File: src/sv/cvc_pkg.sv
// Shared widths, codes and types for the chunk visibility cull block.
package cvc_pkg;

	// Field widths fixed by the stream and register formats
	localparam int CHUNK_W    = 16;
	localparam int EYE_W      = 28;
	localparam int DIR_W      = 16;
	localparam int RAD_W      = 20;
	localparam int RR_W       = 2 * RAD_W;
	localparam int F2_W       = 2 * DIR_W;
	localparam int ADDR_W     = 3;
	localparam int CFG_DATA_W = 28;
	localparam int IN_DATA_W  = 2 * CHUNK_W;
	localparam int OUT_DATA_W = 8;

	// Defaults for the top level parameters
	localparam int DEF_CHUNK_SIZE_X  = 16;
	localparam int DEF_CHUNK_SIZE_Z  = 16;
	localparam int DEF_FRACTION_BITS = 8;

	// Radius reset: 256 blocks at 8 fraction bits
	localparam logic [RAD_W-1:0] RAD_RESET = RAD_W'(65536);

	// Near test: center within 24 blocks, squared in doubled units
	localparam int NEAR_BLOCKS  = 24;
	localparam int NEAR_SQ_BASE = (2 * NEAR_BLOCKS) * (2 * NEAR_BLOCKS);

	// Cone limit cos > -7/20, compared as (20 p)^2 < (7 d2)(7 f2)
	localparam int CONE_LHS_K = 400;
	localparam int CONE_RHS_K = 49;

	typedef enum logic [ADDR_W-1:0] {
		REG_EYE_POS_X     = 3'd0,
		REG_EYE_POS_Z     = 3'd1,
		REG_VIEW_DIR_X    = 3'd2,
		REG_VIEW_DIR_Z    = 3'd3,
		REG_RENDER_RADIUS = 3'd4
	} reg_idx_t;

	typedef enum logic [2:0] {
		VERDICT_FAR      = 3'd0,
		VERDICT_NEAR     = 3'd1,
		VERDICT_ZERO_FWD = 3'd2,
		VERDICT_IN_CONE  = 3'd3,
		VERDICT_BEHIND   = 3'd4
	} verdict_t;

	typedef struct packed {
		logic signed [EYE_W-1:0] eye_pos_x;
		logic signed [EYE_W-1:0] eye_pos_z;
		logic signed [DIR_W-1:0] view_dir_x;
		logic signed [DIR_W-1:0] view_dir_z;
		logic        [RAD_W-1:0] render_radius;
	} cfg_t;

endpackage

File: src/sv/cvc_cfg.sv
// Camera setup register file with its write decoder.
module cvc_cfg
	import cvc_pkg::*;
(
	input  logic                  clk,
	input  logic                  arst_n,
	input  logic                  cfg_we,
	input  logic [ADDR_W-1:0]     cfg_addr,
	input  logic [CFG_DATA_W-1:0] cfg_wdata,
	output cfg_t                  cfg
);

	cfg_t cfg_q;

	// Register writes; indexes past the list are dropped
	always_ff @(posedge clk or negedge arst_n) begin
		if (!arst_n) begin
			cfg_q.eye_pos_x     <= '0;
			cfg_q.eye_pos_z     <= '0;
			cfg_q.view_dir_x    <= '0;
			cfg_q.view_dir_z    <= '0;
			cfg_q.render_radius <= RAD_RESET;
		end else if (cfg_we) begin
			unique case (reg_idx_t'(cfg_addr))
				REG_EYE_POS_X:     cfg_q.eye_pos_x     <= $signed(cfg_wdata[EYE_W-1:0]);
				REG_EYE_POS_Z:     cfg_q.eye_pos_z     <= $signed(cfg_wdata[EYE_W-1:0]);
				REG_VIEW_DIR_X:    cfg_q.view_dir_x    <= $signed(cfg_wdata[DIR_W-1:0]);
				REG_VIEW_DIR_Z:    cfg_q.view_dir_z    <= $signed(cfg_wdata[DIR_W-1:0]);
				REG_RENDER_RADIUS: cfg_q.render_radius <= cfg_wdata[RAD_W-1:0];
				default: ;
			endcase
		end
	end

	assign cfg = cfg_q;

endmodule

File: config.mk
export PLATFORM = sky130hd
export DESIGN_NAME = cvc_cfg
export DESIGN_NICKNAME = d
export VERILOG_FILES = /design/src/sv/cvc_pkg.sv /design/src/sv/cvc_cfg.sv
export SDC_FILE = /design/constraint.sdc
export NUM_CORES = 1
export LEC_CHECK = 0
export ABC_AREA = 1
export BUFFER_PORTS_ARGS = -buffer_cell sky130_fd_sc_hd__buf_2
export CAP_MARGIN = 20
export CELL_PAD_IN_SITES_DETAIL_PLACEMENT = 1
export CELL_PAD_IN_SITES_GLOBAL_PLACEMENT = 2
export CORE_ASPECT_RATIO = 1.1
export CORE_MARGIN = 4
export CORE_UTILIZATION = 26
export CTS_CLUSTER_DIAMETER = 50
export DETAILED_ROUTE_END_ITERATION = 8
export PLACE_DENSITY = 0.75
export SLEW_MARGIN = 20
export SYNTH_ARGS = -nofsm -noshare
export SYNTH_HDL_FRONTEND = slang
export SYNTH_SLANG_ARGS = --single-unit
File: constraint.sdc
create_clock -name clk -period 0.8 [get_ports clk]
set_input_delay 0.16 -clock clk [delete_from_list [all_inputs] [get_ports clk]]
set_output_delay 0.16 -clock clk [all_outputs]
set_load 0.01 [all_outputs]
======== Word-level counts from Yosys, hierarchy flattened ========
Index checks and enable logic that the tools add are counted.
word-level totals
  register bits ........................... 108
  ROM bits ................................ 0
  RAM bits ................................ 0
  word-level logic and storage cells ...... 15
  output and inout port bits .............. 108
  latch bits .............................. 0
  bits of input ports ..................... 34
  memories ................................ 0
operators by class
  shifts and indexed selects .............. 0
  reduce and logical (&&, ||, !) cells .... 6
  equal/unequal tests ..................... 4
  magnitude comparators ................... 0
  add/sub/neg operators ................... 0
  muxes and demuxes ....................... 0
  divide/modulo/power cells ............... 0
  $mul .................................... 0
  bitwise operators ....................... 0
operators by type and width
  cell                                            number
  AND reduction 2 bit                             5
  == test 3 x 2 -> 1 bit (second input constant)  2
  == test 3 x 1 -> 1 bit (second input constant)  1
  == test 3 bit (second input constant)           1
  logical NOT 3 bit                               1

======== Logic depth before layout (Yosys ltp) ========
Gate-level depths: netlist of run 1.
  word-level depth ........................ 2
  mapped depth ............................ 7
  gate-level depth less buffers ........... 5

======== Worst setup path before layout of run 1 ========
No wires, ideal clock.
  kind .................................... in2reg
  start point ............................. in cfg_we
  end point ............................... reg cfg_q, in the netlist cfg[105]
  required time ........................... 683 ps
  library setup time ...................... 117 ps
  path slack .............................. -147 ps
  cell stages on the path ................. 7
  path buffers ............................ 2
  arrival time ............................ 830 ps
  cells stage by stage .................... inv_1 nor2_4 buf_4 nand2_4 buf_2 nand2_1 nand2_1
on the way
  word-level cells in the longest chain between the ends .. 1
ends and longest elaborated chain
  item                           RTL line       RTL
  start, declared                cvc_cfg.sv:7   input logic cfg_we,
  AND reduction 2 bit (no line)  --
  end, declared                  cvc_cfg.sv:13  cfg_t cfg_q;
No other way between the ends.
A chain may end at the register's enable or synchronous reset.

======== Final worst setup path of run 1 ========
  start point ............................. reg cfg_q, in the netlist cfg[16]
  end point ............................... out cfg[16] (netlist bit)
RTL lines
  item           RTL line       RTL
  end, declared  cvc_cfg.sv:10  output cfg_t cfg
No word-level cell between the ends.

==> impl_metrics.env, run 1 <==
export IMPL_synthDistinctLibCells=15
export IMPL_fp_coreArea_um2=16400
export IMPL_holdWs_ns=0.0377
export IMPL_die_x_um=131
export IMPL_power_density_nw_per_um2=2450
export IMPL_timing_final_max_slew_violations=0
export IMPL_rrSetupSlack_ns=-0.04
export IMPL_portBuffers=141
export IMPL_syn_avg_cell_area_um2=9.05
export IMPL_syn_num_nets=513
export IMPL_clock_fmax_mhz=870
export IMPL_maxSlewHeadroom_pct=77.5
export IMPL_p_leak_uw=0.00365
export IMPL_period_minus_slack_ns=1.15
export IMPL_setup_viol=114
export IMPL_drt_first_pass_iters=4
export IMPL_synth_area_um2=4330
export IMPL_crit_buf_inv=1
export IMPL_num_nets_final=725
export IMPL_ys_ff_latch=108
export IMPL_failed_checks="negative setup slack"
export IMPL_drt_drc_violations_left=0
export IMPL_num_io_pins=142
export IMPL_cts_buffers_inserted=9
export IMPL_post_route_period_util_pct=144
export IMPL_initial_utilization_pct=26.5
export IMPL_pwr_share_comb_pct=28.9
export IMPL_dr_first_iter_drc_count=197
export IMPL_p_int_uw=11000
export IMPL_hpwl_um=10600
export IMPL_layout_cells_non_filler=899
export IMPL_cts_sinks=108
export IMPL_cts_tree="built"
export IMPL_track_usage_pct=16.5
export IMPL_path_class="reg2out"
export IMPL_routed_wl_um=15700
export IMPL_seqPwrFrac_pct=44.7
export IMPL_fp_row_count=49
export IMPL_antenna_left=0
export IMPL_end_kind="primary output"
export IMPL_clockBufferDepth=2
export IMPL_cp_required_ns=0.64
export IMPL_critPathMaxStageDelay_ns=0.54
export IMPL_clock_skew_ns=0
export IMPL_worst_ep_arrival_time_ns=0.99
export IMPL_diodes=0
export IMPL_area_growth_pct=50.8
export IMPL_fp_dieH_um=143
export IMPL_swShare_pct=31.0
export IMPL_dp_cells=816
export IMPL_drv_cap=0
export IMPL_cts_clk_slew_worst_paths_ns=0.07
export IMPL_gr_total_overflow=0
export IMPL_post_drt_wl_per_cell_um=17.5
export IMPL_slowest_stage="dfstp_2"
export IMPL_cp_start_kind="flip-flop"
export IMPL_crit_chain="buf_6"
export IMPL_cp_max_fo=2
export IMPL_p_clk_share_pct=26.4
export IMPL_grt_pass1_vias=4378
export IMPL_rsz0062_at_grt="yes"
export IMPL_crit_family="flip-flops"
export IMPL_final_core_util_pct=39.9
export IMPL_peakVddDrop_v=0.00102
export IMPL_cts_root_buf="clkbuf_16"
export IMPL_grt_pass1_wl_um=24300
export IMPL_hold_violations=0
export IMPL_status="finished, violations left"
export IMPL_layout_setup_ws_ns=-0.349
export IMPL_ys_warn_count=0
export IMPL_grt_max_degree=60
export IMPL_ys_seq_area_share_pct=62.4
export IMPL_largest_reg_flops=108
export IMPL_clk_insertion_delay_late_ns=0.35
export IMPL_dieArea_um2=18800
export IMPL_place_congestion=0.757
export IMPL_worstMarginPinSlew_ns=0.338
export IMPL_dpl_worst_slack_ns=-0.376
export IMPL_vias=4107
export IMPL_synthCells=479
export IMPL_antenna_found_initial=0
export IMPL_hold_path_class="in2reg"
export IMPL_cts_htree_levels=3
export IMPL_viasPerCell=4.57
export IMPL_drive_above_1_share_pct=40.6
export IMPL_switching_power_uw=4950
[per-layer routing]
layer,vias up,global-route usage (%),part of all wire (%)
met3,16,4.06,5.1
li1,1943,-,-
met2,100,29.5,50
met5,-,0,0
met1,2048,19.7,43
met4,0,5.47,1.8
[layout make-up]
type | count | area (um2)
sequential | 108 | 2700
clock inverter | 4 | 26.3
fill | 1903 | 9830
multi-input combinational | 337 | 1560
inverter | 6 | 30.0
timing repair buffer | 229 | 1720
clock buffer | 11 | 243
tap | 204 | 255
[cells by family (layout without fill, tap and decap cells)]
| group | Yosys count | in the layout | share of synthesized area, % |
|---|---|---|---|
| flip-flops | 108 | 108 | 62.4 |
| buffers and inverters | 34 | 250 | 4.62 |
| AND/OR/NAND/NOR | 337 | 337 | 33.0 |
[cells in the mapped netlist, drive strengths merged]
library cell | number | area share (%)
nand2 | 240 | 21
dfrtp | 107 | 62
nand3 | 92 | 11
buf | 26 | 3.9
inv | 6 | 0.52
nor2 | 5 | 1.2
clkbuf | 2 | 0.17
dfstp | 1 | 0.61
[repair_timing]
action | in CTS | in global routing
gates cloned | 0 | 1
endpoints found under the setup margin | 108 | 152
endpoints found under the hold margin | 107 | 0
hold buffers | 1 | 0
resized for setup | 11 | 40
buffers inserted | 37 | 34
pin swaps | 0 | 7
[final timing paths]
path                                           from             endpoint  cells past startpoint
worst min register to register  cfg[79]$_DFFE_PN0P_  cfg[79]$_DFFE_PN0P_                      2
worst min-delay path                  cfg_wdata[16]  cfg[16]$_DFFE_PN1P_                      3
worst max-delay path            cfg[16]$_DFFE_PN1P_              cfg[16]                      1
worst max register to register  cfg[71]$_DFFE_PN0P_  cfg[71]$_DFFE_PN0P_                      4
min in group asynchronous                    arst_n   cfg[1]$_DFFE_PN0P_                      3
max in group asynchronous                    arst_n  cfg[16]$_DFFE_PN1P_                      3
[tightest hold or removal path, delay by kind of cell]
family,cells,cell delay (ns)
buffers and inverters,1,0.12
AND/OR/NAND/NOR,2,0.10
[metrics by stage]
step	instance area [um2]	setup TNS [ns]	power [uW]
after global routing	6540	-30.40	17000
final	6540	-26.02	16000
after CTS	6120	-28.29	15500
after floorplan	4460	-5.13	8660
after detailed placement	5510	-33.29	10600
after global placement	5510	-30.54	10500
[power by group through the flow]
stage	logic [uW]	registers [uW]	clock network, uW
floorplan	1060	7600	0
global placement	3290	7200	0
detailed placement	3400	7210	0
CTS	4040	7110	4380
global route	5090	7270	4640
finish	4610	7150	4220
[layout by cell type (no fill, tap or decap)]
cell type and n:
dfstp_2 1, nand2_2 12, dfrtp_1 107, nand3_1 78, clkbuf_1 1, nand2_4 3, buf_4 70, inv_1 2
nand3_2 14, inv_8 1, nand2_8 1, clkinvlp_4 1, clkbuf_8 1, buf_12 12, nor2_4 5, buf_6 31
clkinv_2 2, clkbuf_16 10, inv_2 3, dlygate4sd3_1 1, buf_2 114, clkinv_4 1, nand2_1 224
Note: power is estimated with default switching activity, not from simulation.
==> run 2, diff against run 1 <==
Settings changed: HOLD_SLACK_MARGIN set to 0.15, SLEW_MARGIN 20 to 0.
==> run 2 against run 1 <==
  * The flow still finishes with violations (negative setup slack)
  * Routed wire length up 2.1%
  * Clock power about the same
  * Power up 0.91%
  * Sequential share of layout area down 1.8 points
  * Die area unchanged
  * Worst setup slack about the same
  * Hold slack better by 0.25 ns
  * Sequential cell count unchanged
  * Sequential power about the same
  * First-iteration DRC count down 17%
  * Maximum frequency about the same
  * Largest cell class unchanged
==> impl_metrics.env, run 2 (synthesis results as in run 1) <==
export IMPL_crit_buf_inv=1
export IMPL_initial_utilization_pct=26.5
export IMPL_clock_skew_ns=0
export IMPL_largest_reg_flops=108
export IMPL_diodes=0
export IMPL_use_met3_pct=3.92
export IMPL_path_class="reg2out"
export IMPL_slowest_stage="dfstp_2"
export IMPL_min_to="cfg[40]$_DFFE_PN0P_"
export IMPL_final_core_util_pct=41.7
export IMPL_drt_first_pass_iters=4
export IMPL_period_minus_slack_ns=1.15
export IMPL_dpl_worst_slack_ns=-0.376
export IMPL_track_usage_pct=16.9
export IMPL_hold_path_class="in2reg"
export IMPL_fp_coreArea_um2=16400
export IMPL_grt_busiest_layer="met2"
export IMPL_crit_family="flip-flops"
export IMPL_cp_start_kind="flip-flop"
export IMPL_maxSlewHeadroom_pct=75.2
export IMPL_antenna_left=0
export IMPL_drt_drc_violations_left=0
export IMPL_vias=4165
export IMPL_viasPerCell=4.52
export IMPL_cts_tree="built"
export IMPL_status="finished, violations left"
export IMPL_rrSetupSlack_ns=-0.04
export IMPL_post_route_period_util_pct=144
export IMPL_cp_required_ns=0.64
export IMPL_p_leak_uw=0.00381
export IMPL_hold_violations=0
export IMPL_area_growth_pct=57.7
export IMPL_failed_checks="negative setup slack"
export IMPL_timing_final_max_slew_violations=0
export IMPL_grt_max_degree=60
export IMPL_gr_total_overflow=0
export IMPL_post_dp_cell_area_um2=5510
export IMPL_cts_root_buf="clkbuf_16"
export IMPL_r2r_end="cfg[71]$_DFFE_PN0P_"
export IMPL_post_drt_wl_per_cell_um=17.4
export IMPL_rsz0062_at_grt="yes"
export IMPL_num_nets_final=748
export IMPL_power_total_uw=16100
export IMPL_routed_wl_um=16000
export IMPL_dieArea_um2=18800
export IMPL_layout_setup_ws_ns=-0.349
export IMPL_layout_common_cells="nand2_1, dfrtp_1, buf_2"
export IMPL_cts_htree_levels=3
export IMPL_grt_util_met1_pct=20.0
export IMPL_power_density_nw_per_um2=2360
export IMPL_layout_cells_non_filler=922
export IMPL_drive_above_1_share_pct=38.4
export IMPL_place_congestion=0.757
export IMPL_fp_row_count=49
export IMPL_fp_dieH_um=143
export IMPL_ff2ff_path_depth=4
export IMPL_critPathMaxStageDelay_ns=0.54
export IMPL_grt_pass1_vias=4521
export IMPL_dp_cells=816
export IMPL_worst_ep_arrival_time_ns=0.99
export IMPL_peakVddDrop_v=0.000964
export IMPL_r2r_start="cfg[71]$_DFFE_PN0P_"
export IMPL_holdCritStartpoint="cfg_addr[2]"
export IMPL_worstMarginPinSlew_ns=0.372
export IMPL_final_common_cell="nand2_1"
export IMPL_crit_chain="buf_6"
export IMPL_clock_fmax_mhz=870
export IMPL_fin_area_um2=6830
export IMPL_dr_first_iter_drc_count=163
export IMPL_hpwl_um=10600
export IMPL_die_x_um=131
export IMPL_grt_pass1_wl_um=24800
export IMPL_clockBufferDepth=2
export IMPL_portBuffers=141
export IMPL_num_io_pins=142
export IMPL_drv_cap=0
export IMPL_cts_clk_slew_worst_paths_ns=0.07
export IMPL_setup_viol=115
export IMPL_use_met2_pct=30.4
export IMPL_clk_insertion_delay_late_ns=0.35
export IMPL_antenna_found_initial=0
export IMPL_min_path_cells=5
export IMPL_cp_max_fo=2
export IMPL_cts_sinks=108
export IMPL_cts_buffers_inserted=9
export IMPL_end_kind="primary output"
[run 2: changes by cell type in the layout (fill, tap and decap cells not counted), sizes merged]
cell	change
dlygate4sd3	+22
dlymetal6s4s	+6
buf	-5
[run 2: power breakdown]
group	leakage, uW	switching (uW)	total [uW]	internal (uW)
registers	0.00136	666	7160	6490
clock network	0.000131	2040	4220	2180
logic	0.00232	2270	4750	2480
total	0.00381	4980	16100	11200
[run 2: repair_timing]
item / 4_1_cts / 5_1_grt
setup endpoints to repair: 108 / 160
hold buffers: 29 / 0
pin swaps: 0 / 6
endpoints found under the hold margin: 213 / 0
gates cloned: 0 / 1
gates resized for setup: 11 / 57
setup buffers: 37 / 35
[run 2: worst max path at each step]
stage / end / startpoint / cells after the start / slack [ns]
floorplan: cfg[105]$_DFFE_PN0P_ / cfg_we / 7 / -0.08
global placement: cfg[37]$_DFFE_PN0P_ / cfg_we / 7 / -0.31
detailed placement: cfg[32]$_DFFE_PN0P_ / cfg_we / 7 / -0.38
CTS: cfg[16] / cfg[16]$_DFFE_PN1P_ / 1 / -0.37
global route: cfg[16] / cfg[16]$_DFFE_PN1P_ / 1 / -0.38
finish: cfg[16] / cfg[16]$_DFFE_PN1P_ / 1 / -0.35
[run 2: metal layers]
layer,wire [um],part of all wire (%)
met1,6750,42
met2,8260,51
met3,747,4.7
met4,287,1.8
met5,0,0
[run 2: cell type report]
type | instances | area [um2]
Sequential cell | 108 | 2700
Fill cell | 1876 | 9540
Clock buffer | 11 | 243
Timing Repair Buffer | 252 | 2020
Clock inverter | 4 | 26.3
Inverter | 6 | 30.0
Multi-Input combinational cell | 337 | 1560
Tap cell | 204 | 255
[run 2: through the flow]
stage	TNS, ns	hold slack, ns
after floorplan	-5.13	-0.136
after detailed placement	-33.29	0.193
after CTS	-28.29	0.271
final	-26.09	0.290
after global routing	-30.48	0.301
after global placement	-30.54	0.189
